==> src/hw/rtl/wfd_pkg.sv <==
`default_nettype none

package wfd_pkg;

  typedef enum logic [1:0] {
    PH_IDLE,
    PH_HEADER,
    PH_DATA
  } phase_t;

  typedef enum logic [2:0] {
    ST_IGNORED     = 3'd0,
    ST_STORED      = 3'd1,
    ST_COMPLETE    = 3'd2,
    ST_BAD_VERSION = 3'd3,
    ST_TOO_LONG    = 3'd4,
    ST_TIMEOUT     = 3'd5
  } status_t;

  typedef enum logic {
    REG_MAX_FRAME_BYTES = 1'b0,
    REG_TIMEOUT_TICKS   = 1'b1
  } reg_idx_t;

  localparam logic [7:0]  SYNC_BYTE           = 8'h00;
  localparam logic [7:0]  VERSION_BYTE        = 8'h01;
  localparam logic [15:0] VERSION_POS         = 16'd1;
  localparam logic [15:0] LEN_HI_POS          = 16'd6;
  localparam logic [15:0] LEN_LO_POS          = 16'd7;
  localparam logic [15:0] HEADER_BYTES        = 16'd8;
  localparam logic [7:0]  TICK_MAX            = 8'hFF;
  localparam logic [15:0] MAX_FRAME_BYTES_RST = 16'd2048;
  localparam logic [7:0]  TIMEOUT_TICKS_RST   = 8'd5;

  typedef struct packed {
    logic [15:0] max_frame_bytes;
    logic [7:0]  timeout_ticks;
  } cfg_t;

  typedef struct packed {
    status_t     status;
    logic [7:0]  data_byte;
    logic [15:0] position;
    logic [15:0] frame_length;
  } result_t;

endpackage

`default_nettype wire

==> src/hw/rtl/wfd_if.sv <==
`default_nettype none

interface wfd_in_if;
  logic       valid;
  logic       ready;
  logic       kind;
  logic [7:0] byte_value;

  modport source (output valid, output kind, output byte_value, input ready);
  modport sink (input valid, input kind, input byte_value, output ready);
endinterface

interface wfd_out_if;
  logic        valid;
  logic        ready;
  logic [2:0]  status;
  logic [7:0]  data_byte;
  logic [15:0] position;
  logic [15:0] frame_length;

  modport source (output valid, output status, output data_byte, output position,
                  output frame_length, input ready);
  modport sink (input valid, input status, input data_byte, input position,
                input frame_length, output ready);
endinterface

`default_nettype wire

==> src/hw/rtl/wfd_cfg_regs.sv <==
`default_nettype none

module wfd_cfg_regs (
  input  logic          clk,
  input  logic          rst_n,
  input  logic          psel,
  input  logic          penable,
  input  logic          pwrite,
  input  logic [2:0]    paddr,
  input  logic [31:0]   pwdata,
  output logic [31:0]   prdata,
  output logic          pready,
  output wfd_pkg::cfg_t cfg
);

  logic [15:0]       max_frame_bytes_r;
  logic [7:0]        timeout_ticks_r;
  logic              wr_en;
  wfd_pkg::reg_idx_t idx;

  assign pready = 1'b1;
  assign wr_en  = psel & penable & pwrite & pready;
  assign idx    = wfd_pkg::reg_idx_t'(paddr[2]);

  always_ff @(posedge clk) begin
    if (!rst_n) begin
      max_frame_bytes_r <= wfd_pkg::MAX_FRAME_BYTES_RST;
      timeout_ticks_r   <= wfd_pkg::TIMEOUT_TICKS_RST;
    end else if (wr_en) begin
      unique case (idx)
        wfd_pkg::REG_MAX_FRAME_BYTES: max_frame_bytes_r <= pwdata[15:0];
        wfd_pkg::REG_TIMEOUT_TICKS:   timeout_ticks_r   <= pwdata[7:0];
        default: ;
      endcase
    end
  end

  always_comb begin
    prdata = 32'd0;
    unique case (idx)
      wfd_pkg::REG_MAX_FRAME_BYTES: prdata = {16'd0, max_frame_bytes_r};
      wfd_pkg::REG_TIMEOUT_TICKS:   prdata = {24'd0, timeout_ticks_r};
      default:                      prdata = 32'd0;
    endcase
  end

  assign cfg.max_frame_bytes = max_frame_bytes_r;
  assign cfg.timeout_ticks   = timeout_ticks_r;

endmodule

`default_nettype wire

==> src/hw/rtl/wfd_parser.sv <==
`default_nettype none

module wfd_parser (
  input  logic             clk,
  input  logic             rst_n,
  input  logic             step_en,
  input  logic             kind,
  input  logic [7:0]       byte_value,
  input  wfd_pkg::cfg_t    cfg,
  output wfd_pkg::result_t res
);

  wfd_pkg::phase_t phase_r, phase_nxt;
  logic [15:0] byte_index_r, byte_index_nxt;
  logic [15:0] payload_length_r, payload_length_nxt;
  logic [7:0]  elapsed_r, elapsed_nxt;
  logic [7:0]  elapsed_inc;
  logic [15:0] full_len;
  logic [16:0] frame_total;

  always_ff @(posedge clk) begin
    if (!rst_n) begin
      phase_r          <= wfd_pkg::PH_IDLE;
      byte_index_r     <= 16'd0;
      payload_length_r <= 16'd0;
      elapsed_r        <= 8'd0;
    end else if (step_en) begin
      phase_r          <= phase_nxt;
      byte_index_r     <= byte_index_nxt;
      payload_length_r <= payload_length_nxt;
      elapsed_r        <= elapsed_nxt;
    end
  end

  assign elapsed_inc = (elapsed_r == wfd_pkg::TICK_MAX) ? elapsed_r : elapsed_r + 8'd1;
  assign full_len    = {payload_length_r[15:8], byte_value};
  assign frame_total = {1'b0, full_len} + {1'b0, wfd_pkg::HEADER_BYTES};

  always_comb begin
    phase_nxt          = phase_r;
    byte_index_nxt     = byte_index_r;
    payload_length_nxt = payload_length_r;
    elapsed_nxt        = elapsed_r;
    res.status         = wfd_pkg::ST_IGNORED;
    res.data_byte      = 8'd0;
    res.position       = 16'd0;
    res.frame_length   = 16'd0;

    if (kind) begin
      if (phase_r != wfd_pkg::PH_IDLE) begin
        elapsed_nxt = elapsed_inc;
        if (elapsed_inc > cfg.timeout_ticks) begin
          phase_nxt          = wfd_pkg::PH_IDLE;
          byte_index_nxt     = 16'd0;
          payload_length_nxt = 16'd0;
          elapsed_nxt        = 8'd0;
          res.status         = wfd_pkg::ST_TIMEOUT;
        end
      end
    end else begin
      unique case (phase_r)
        wfd_pkg::PH_IDLE: begin
          if (byte_value == wfd_pkg::SYNC_BYTE) begin
            phase_nxt          = wfd_pkg::PH_HEADER;
            byte_index_nxt     = 16'd1;
            payload_length_nxt = 16'd0;
            elapsed_nxt        = 8'd0;
            res.status         = wfd_pkg::ST_STORED;
            res.data_byte      = byte_value;
          end
        end
        wfd_pkg::PH_HEADER: begin
          res.status     = wfd_pkg::ST_STORED;
          res.data_byte  = byte_value;
          res.position   = byte_index_r;
          byte_index_nxt = byte_index_r + 16'd1;
          if (byte_index_r == wfd_pkg::VERSION_POS) begin
            if (byte_value != wfd_pkg::VERSION_BYTE) begin
              phase_nxt      = wfd_pkg::PH_IDLE;
              byte_index_nxt = 16'd0;
              elapsed_nxt    = 8'd0;
              res.status     = wfd_pkg::ST_BAD_VERSION;
            end
          end else if (byte_index_r == wfd_pkg::LEN_HI_POS) begin
            payload_length_nxt = {byte_value, 8'd0};
          end else if (byte_index_r == wfd_pkg::LEN_LO_POS) begin
            if (frame_total > {1'b0, cfg.max_frame_bytes}) begin
              phase_nxt          = wfd_pkg::PH_IDLE;
              byte_index_nxt     = 16'd0;
              payload_length_nxt = 16'd0;
              elapsed_nxt        = 8'd0;
              res.status         = wfd_pkg::ST_TOO_LONG;
            end else if (full_len == 16'd0) begin
              phase_nxt          = wfd_pkg::PH_IDLE;
              byte_index_nxt     = 16'd0;
              payload_length_nxt = 16'd0;
              elapsed_nxt        = 8'd0;
              res.status         = wfd_pkg::ST_COMPLETE;
              res.frame_length   = wfd_pkg::HEADER_BYTES;
            end else begin
              phase_nxt          = wfd_pkg::PH_DATA;
              payload_length_nxt = full_len;
            end
          end
        end
        wfd_pkg::PH_DATA: begin
          res.status    = wfd_pkg::ST_STORED;
          res.data_byte = byte_value;
          res.position  = byte_index_r;
          if (byte_index_r == payload_length_r + wfd_pkg::LEN_LO_POS) begin
            phase_nxt          = wfd_pkg::PH_IDLE;
            byte_index_nxt     = 16'd0;
            payload_length_nxt = 16'd0;
            elapsed_nxt        = 8'd0;
            res.status         = wfd_pkg::ST_COMPLETE;
            res.frame_length   = payload_length_r + wfd_pkg::HEADER_BYTES;
          end else begin
            byte_index_nxt = byte_index_r + 16'd1;
          end
        end
        default: begin
          phase_nxt          = wfd_pkg::PH_IDLE;
          byte_index_nxt     = 16'd0;
          payload_length_nxt = 16'd0;
          elapsed_nxt        = 8'd0;
        end
      endcase
    end
  end

`ifndef NO_ASSERTIONS
  a_idle_clear: assert property (@(posedge clk) disable iff (!rst_n)
    phase_r == wfd_pkg::PH_IDLE |->
      byte_index_r == 16'd0 && payload_length_r == 16'd0 && elapsed_r == 8'd0)
    else $error("idle state not cleared");

  a_header_range: assert property (@(posedge clk) disable iff (!rst_n)
    phase_r == wfd_pkg::PH_HEADER |->
      byte_index_r >= 16'd1 && byte_index_r <= wfd_pkg::LEN_LO_POS)
    else $error("header index out of range");

  a_data_len: assert property (@(posedge clk) disable iff (!rst_n)
    phase_r == wfd_pkg::PH_DATA |->
      payload_length_r != 16'd0 && byte_index_r >= wfd_pkg::HEADER_BYTES &&
      byte_index_r <= payload_length_r + wfd_pkg::LEN_LO_POS)
    else $error("data phase index or length inconsistent");
`endif

endmodule

`default_nettype wire

==> src/hw/rtl/wfd_out_stage.sv <==
`default_nettype none

module wfd_out_stage (
  input  logic             clk,
  input  logic             rst_n,
  input  logic             load,
  input  wfd_pkg::result_t res,
  input  logic             out_ready,
  output logic             take_ok,
  output logic             out_valid,
  output wfd_pkg::result_t out_res
);

  logic             out_valid_r, out_valid_nxt;
  wfd_pkg::result_t res_r;

  assign take_ok       = !out_valid_r || out_ready;
  assign out_valid_nxt = load || (out_valid_r && !out_ready);

  always_ff @(posedge clk) begin
    if (!rst_n) begin
      out_valid_r <= 1'b0;
    end else begin
      out_valid_r <= out_valid_nxt;
    end
  end

  always_ff @(posedge clk) begin
    if (load) begin
      res_r <= res;
    end
  end

  assign out_valid = out_valid_r;
  assign out_res   = res_r;

`ifndef NO_ASSERTIONS
  a_load_shows: assert property (@(posedge clk) disable iff (!rst_n)
    load |=> out_valid_r)
    else $error("loaded result not presented");

  a_stall_full: assert property (@(posedge clk) disable iff (!rst_n)
    !take_ok |-> out_valid_r && !load)
    else $error("stall without pending result");

  a_len_only_complete: assert property (@(posedge clk) disable iff (!rst_n)
    out_valid_r && res_r.status != wfd_pkg::ST_COMPLETE |-> res_r.frame_length == 16'd0)
    else $error("frame length outside completion");

  a_complete_len: assert property (@(posedge clk) disable iff (!rst_n)
    out_valid_r && res_r.status == wfd_pkg::ST_COMPLETE |->
      res_r.frame_length >= wfd_pkg::HEADER_BYTES)
    else $error("completed frame shorter than header");
`endif

endmodule

`default_nettype wire

==> src/hw/rtl/wrapper_frame_deframer.sv <==
`default_nettype none

// Channel  | Direction | Payload                                        | Handshake
// in_ch    | in        | kind, byte_value                               | valid/ready
// out_ch   | out       | status, data_byte, position, frame_length      | valid/ready
// cfg_*    | in        | max_frame_bytes (0x0), timeout_ticks (0x4)     | APB, pready high
//
// One transaction in, one transaction out; a new input is taken every cycle unless a result waits unread.
// The parser state and the result register update at acceptance; the result shows in the cycle after.
// The result register parts the channels; in_ch stalls only while a result waits unread.
// Synchronous active-low reset returns the parser to idle and config registers to defaults.

module wrapper_frame_deframer (
  input  logic         clk,
  input  logic         rst_n,
  wfd_in_if.sink       in_ch,
  wfd_out_if.source    out_ch,
  input  logic         cfg_psel,
  input  logic         cfg_penable,
  input  logic         cfg_pwrite,
  input  logic [2:0]   cfg_paddr,
  input  logic [31:0]  cfg_pwdata,
  output logic [31:0]  cfg_prdata,
  output logic         cfg_pready
);

  wfd_pkg::cfg_t    cfg;
  wfd_pkg::result_t step_res;
  wfd_pkg::result_t out_res;
  logic             take_ok;
  logic             accept;
  logic             out_valid;

  assign in_ch.ready = take_ok;
  assign accept      = in_ch.valid && take_ok;

  wfd_cfg_regs u_cfg (
    .clk     (clk),
    .rst_n   (rst_n),
    .psel    (cfg_psel),
    .penable (cfg_penable),
    .pwrite  (cfg_pwrite),
    .paddr   (cfg_paddr),
    .pwdata  (cfg_pwdata),
    .prdata  (cfg_prdata),
    .pready  (cfg_pready),
    .cfg     (cfg)
  );

  wfd_parser u_parser (
    .clk        (clk),
    .rst_n      (rst_n),
    .step_en    (accept),
    .kind       (in_ch.kind),
    .byte_value (in_ch.byte_value),
    .cfg        (cfg),
    .res        (step_res)
  );

  wfd_out_stage u_out (
    .clk       (clk),
    .rst_n     (rst_n),
    .load      (accept),
    .res       (step_res),
    .out_ready (out_ch.ready),
    .take_ok   (take_ok),
    .out_valid (out_valid),
    .out_res   (out_res)
  );

  assign out_ch.valid        = out_valid;
  assign out_ch.status       = out_res.status;
  assign out_ch.data_byte    = out_res.data_byte;
  assign out_ch.position     = out_res.position;
  assign out_ch.frame_length = out_res.frame_length;

endmodule

`default_nettype wire
==> src/flat_wrapper.sv <==
// flat-port wrapper written by rule: the top's interface ports become plain ports
module wrapper_frame_deframer_flat 
  (clk, rst_n, cfg_psel, cfg_penable, cfg_pwrite, cfg_paddr, cfg_pwdata, cfg_prdata, cfg_pready, in_ch_valid, in_ch_kind, in_ch_byte_value, in_ch_ready, out_ch_valid, out_ch_status, out_ch_data_byte, out_ch_position, out_ch_frame_length, out_ch_ready);
  wfd_in_if in_ch_i ();
  wfd_out_if out_ch_i ();
  input  logic clk;
  input  logic rst_n;
  input  logic cfg_psel;
  input  logic cfg_penable;
  input  logic cfg_pwrite;
  input  logic [2:0] cfg_paddr;
  input  logic [31:0] cfg_pwdata;
  output logic [31:0] cfg_prdata;
  output logic cfg_pready;
  input wire logic [$bits(in_ch_i.valid)-1:0] in_ch_valid;
  input wire logic [$bits(in_ch_i.kind)-1:0] in_ch_kind;
  input wire logic [$bits(in_ch_i.byte_value)-1:0] in_ch_byte_value;
  output wire logic [$bits(in_ch_i.ready)-1:0] in_ch_ready;
  output wire logic [$bits(out_ch_i.valid)-1:0] out_ch_valid;
  output wire logic [$bits(out_ch_i.status)-1:0] out_ch_status;
  output wire logic [$bits(out_ch_i.data_byte)-1:0] out_ch_data_byte;
  output wire logic [$bits(out_ch_i.position)-1:0] out_ch_position;
  output wire logic [$bits(out_ch_i.frame_length)-1:0] out_ch_frame_length;
  input wire logic [$bits(out_ch_i.ready)-1:0] out_ch_ready;
  assign in_ch_i.valid = in_ch_valid;
  assign in_ch_i.kind = in_ch_kind;
  assign in_ch_i.byte_value = in_ch_byte_value;
  assign in_ch_ready = in_ch_i.ready;
  assign out_ch_valid = out_ch_i.valid;
  assign out_ch_status = out_ch_i.status;
  assign out_ch_data_byte = out_ch_i.data_byte;
  assign out_ch_position = out_ch_i.position;
  assign out_ch_frame_length = out_ch_i.frame_length;
  assign out_ch_i.ready = out_ch_ready;
  wrapper_frame_deframer u_core (.clk(clk), .rst_n(rst_n), .in_ch(in_ch_i), .out_ch(out_ch_i), .cfg_psel(cfg_psel), .cfg_penable(cfg_penable), .cfg_pwrite(cfg_pwrite), .cfg_paddr(cfg_paddr), .cfg_pwdata(cfg_pwdata), .cfg_prdata(cfg_prdata), .cfg_pready(cfg_pready));
endmodule
==> config.mk <==
export PLATFORM = sky130hd
export DESIGN_NAME = wrapper_frame_deframer_flat
export DESIGN_NICKNAME = d
export VERILOG_FILES = /design/src/hw/rtl/wfd_pkg.sv /design/src/hw/rtl/wfd_if.sv /design/src/hw/rtl/wfd_cfg_regs.sv /design/src/hw/rtl/wfd_parser.sv /design/src/hw/rtl/wfd_out_stage.sv /design/src/hw/rtl/wrapper_frame_deframer.sv /design/src/flat_wrapper.sv
export SDC_FILE = /design/constraint.sdc
export NUM_CORES = 1
export LEC_CHECK = 0
export BUFFER_PORTS_ARGS = -buffer_cell sky130_fd_sc_hd__buf_2
export CORE_ASPECT_RATIO = 0.7
export CORE_MARGIN = 3
export CORE_UTILIZATION = 40
export CTS_CLUSTER_DIAMETER = 60
export DETAILED_ROUTE_END_ITERATION = 6
export HOLD_SLACK_MARGIN = 0.1
export PLACE_DENSITY = 0.62
export SLEW_MARGIN = 20
export SYNTH_ARGS = -nofsm -noshare
export SYNTH_HDL_FRONTEND = slang
export SYNTH_SLANG_ARGS = --single-unit
==> constraint.sdc <==
create_clock -name clk -period 7.3 [get_ports clk]
set_input_delay 1.46 -clock clk [delete_from_list [all_inputs] [get_ports clk]]
set_output_delay 1.46 -clock clk [all_outputs]
set_load 0.1 [all_outputs]
==> run metrics <==
largest net degree at the start of global routing=45; WL/cell=15.8 um; Setup crit end kind=flip-flop; clock skew=0.0103 ns; vias in the first global route=5230; most numerous cell in the Yosys netlist=nand2_1; sequential element share of the synthesized area=39.1%; fraction of the mapped netlist area in compound gates=12.1%; GRT Residual Overflow=0; GRT Total Usage=18.9%; Clock Sinks=110; largest area contributor in the netlist=dfxtp_1; leakage=2.90 nW; Die Width=161 um; Synth Area in Simple Gates=25.5%; Vias/cell=5.29; routed wire length=17200 um; Setup CP Type=in -> reg; Worst slew margin=32.8%; EDFF count, synth=43; hold-fix buffers at CTS=0; maxcap violations=0; PD cells=182 nW/um2; clock period minus final worst setup slack=4.89 ns; total chip power=1.37 mW; drc violations=0; Post-synth top flop=dfxtp_1; ys async rst share=0%; Die Ht=115 um; io pins=129; vias post-DR=5738; GP Congestion=0.878; Clock Tree Root=clkbuf_16; die area=18500 um2; setup TNS=0 ns; Synth cell types=69; Min Hold Slack=0.456 ns; cells after synthesis=799; post-synth top area share=19.9%; nets=942; largest family of logic cells by synthesized area=simple AND/OR/NAND/NOR gates; first drt pass iteration count=5; deepest clock path buffer count=2; top post-synthesis cells by count=nand2_1, dfxtp_1, nor2_1, nand3_1, inv_1; layout cells sized above 1=15.6%; Startpoint Class=input pin; area of the core=16400 um2; cts repair resizes=0; IR Drop Worst-Case VDD=115 uV; Detailed Place HPWL=12800 um; Fmax=204 MHz; final period utilization=67.0%; antenna violations before repair=0; final setup vio count=0; Slew @ Worst Pin=1.00 ns; post-synthesis adder-cell area fraction=6.68%; Clock Latency Late Sink=0.36 ns; H-tree depth=3; Std-Cell Rows=39; critical path arrival=5.17 ns; Synth Area in XOR/XNOR=6.37%; Synth Register Bits=110; area grow syn2layout=11.9%; Crit-path slowest cell=o21ai_1; Data required, critical path=7.58 ns; fin worst setup slack=2.41 ns; CP cell instances=buf_2 > ha_1 > nand3_1 > nor2_1 > nand2_1 > nor2_1 > xor2_1 > ha_1 > nand3_1 > nor3_1 > nand4_1 > a2bb2oi_1 > o31a_1 > o21ai_1 > buf_4 > a31oi_1 > o22ai_1; Clock Pin Slew Worst Setup and Hold Paths=0.07 ns; post-placement setup slack=2.13 ns; Starting Density=41.1%; Num CTS Buffers=9; CTS tree=done; drt initial violations=518; crit path max fanout=13; Hold Crit Class=reg -> reg; post-route ant nets=0; max-slew violation count=0; Yosys warning total=0; post-synthesis area per instance=8.44 um2; Synth area leaders=dfxtp_1, edfxtp_1, ha_1; outcome=complete, no violations; number of port buffers=93; RSZ-0062 raised after global routing=no; post-synthesis cell area=6740 um2; Hold Vio Cnt, Final=0; Antenna diodes=0; first-pass GRT wire length=27800 um; mux cell area share after synthesis=2.54%; Post-CTS Setup Repair Bufs=0; Largest stage delay, worst path=0.61 ns
-- logic make-up (layout without fill, tap and decap cells) --
group,Yosys count,after routing
fa+ha+maj,36,36
buf+inv,113,159
xor+xnor,49,49
flops,110,110
simple gates,352,352
other cells,2,17
compound gates,120,120
mux,17,17
-- where the power goes --
part           leakage [nW]  switching [mW]  total, mW  internal, mW
clock network         0.148           0.228      0.491         0.263
logic                  1.78           0.193      0.224        0.0304
registers             0.971         0.00477      0.656         0.651
total                  2.90           0.426       1.37         0.945
-- path summary, 6_finish.rpt --
| check | startpoint | endpoint | slack [ns] | depth (start not counted) |
|---|---|---|---|---|
| setup / recovery | in_ch_byte_value[3] | u_core.u_parser.byte_index_r[14] | 2.41 | 17 |
| setup reg to reg | u_core.u_parser.elapsed_r[0] | u_core.u_parser.byte_index_r[6] | 3.21 | 16 |
| hold / removal | u_core.u_cfg.max_frame_bytes_r[9] | u_core.u_cfg.max_frame_bytes_r[9] | 0.46 | 2 |
| hold reg to reg | u_core.u_cfg.max_frame_bytes_r[9] | u_core.u_cfg.max_frame_bytes_r[9] | 0.46 | 2 |
-- worst max-delay path, delay by kind of cell --
family | cells | cell delay, ns
AOI/OAI and AO/OA | 5 | 1.21
xor gates and xnor gates | 1 | 0.10
adders and majority gates | 2 | 0.52
buffers and inverters | 2 | 0.52
and+or+nand+nor | 7 | 1.36
-- metal layers --
metal / GRT usage, % / up-vias / part of all wire, %
li1: - / 2860 / -
met1: 28.1 / 2651 / 49
met2: 27.6 / 214 / 42
met3: 5.24 / 13 / 8.4
met4: 3.15 / 0 / 0.96
met5: 0 / - / 0
-- final cells by class --
class / instances / area, um2
Fill cell: 1660 / 8860
Inverter: 45 / 169
Tap cell: 225 / 282
Clock buffer: 12 / 268
Sequential cell: 110 / 2630
Timing Repair Buffer: 98 / 503
Clock inverter: 4 / 27.5
Multi-Input combinational cell: 591 / 3660
-- metrics by stage --
stage | std cells | utilization [%] | instance area [um2]
6_report | 1085 | 46.0 | 7540
5_1_grt | 1085 | 46.0 | 7540
4_1_cts | 1085 | 46.0 | 7540
3_5_place_dp | 1069 | 44.2 | 7240
3_3_place_gp | 1069 | 44.2 | 7240
2_1_floorplan | 814 | - | 6800
-- layout by cell type, fill, tap and decap left out, types with 3 or more instances in the layout --
master	n
nand2_1	115
buf_2	93
dfxtp_1	67
nor2_1	65
nand3_1	54
inv_1	45
edfxtp_1	43
ha_1	36
a21oi_1	35
xnor2_1	31
o21ai_0	26
nor3_1	19
and2_1	19
xor2_1	18
conb_1	17
mux2i_1	16
nor4_1	14
nand4_1	13
a31oi_1	11
and3_1	10
clkbuf_16	10
o21a_1	8
a22o_1	6
nand2b_1	5
or3_1	5
nand3b_1	5
o211ai_1	5
buf_4	5
nor2b_1	4
or2_2	3
a21o_1	3
and4_1	3
nand4b_1	3
o22ai_1	3
-- sequential cells by signal, summed over array words and instances (netlist names) --
signal and cells:
u_core.u_out.out_res 43, u_core.u_cfg.max_frame_bytes_r 16, u_core.u_parser.byte_index_r 16, u_core.u_parser.payload_length_r 16
u_core.u_cfg.timeout_ticks_r 8, u_core.u_parser.elapsed_r 8, u_core.u_parser.phase_r 2, u_core.u_out.out_valid 1
(Power assumes the default switching activity.)
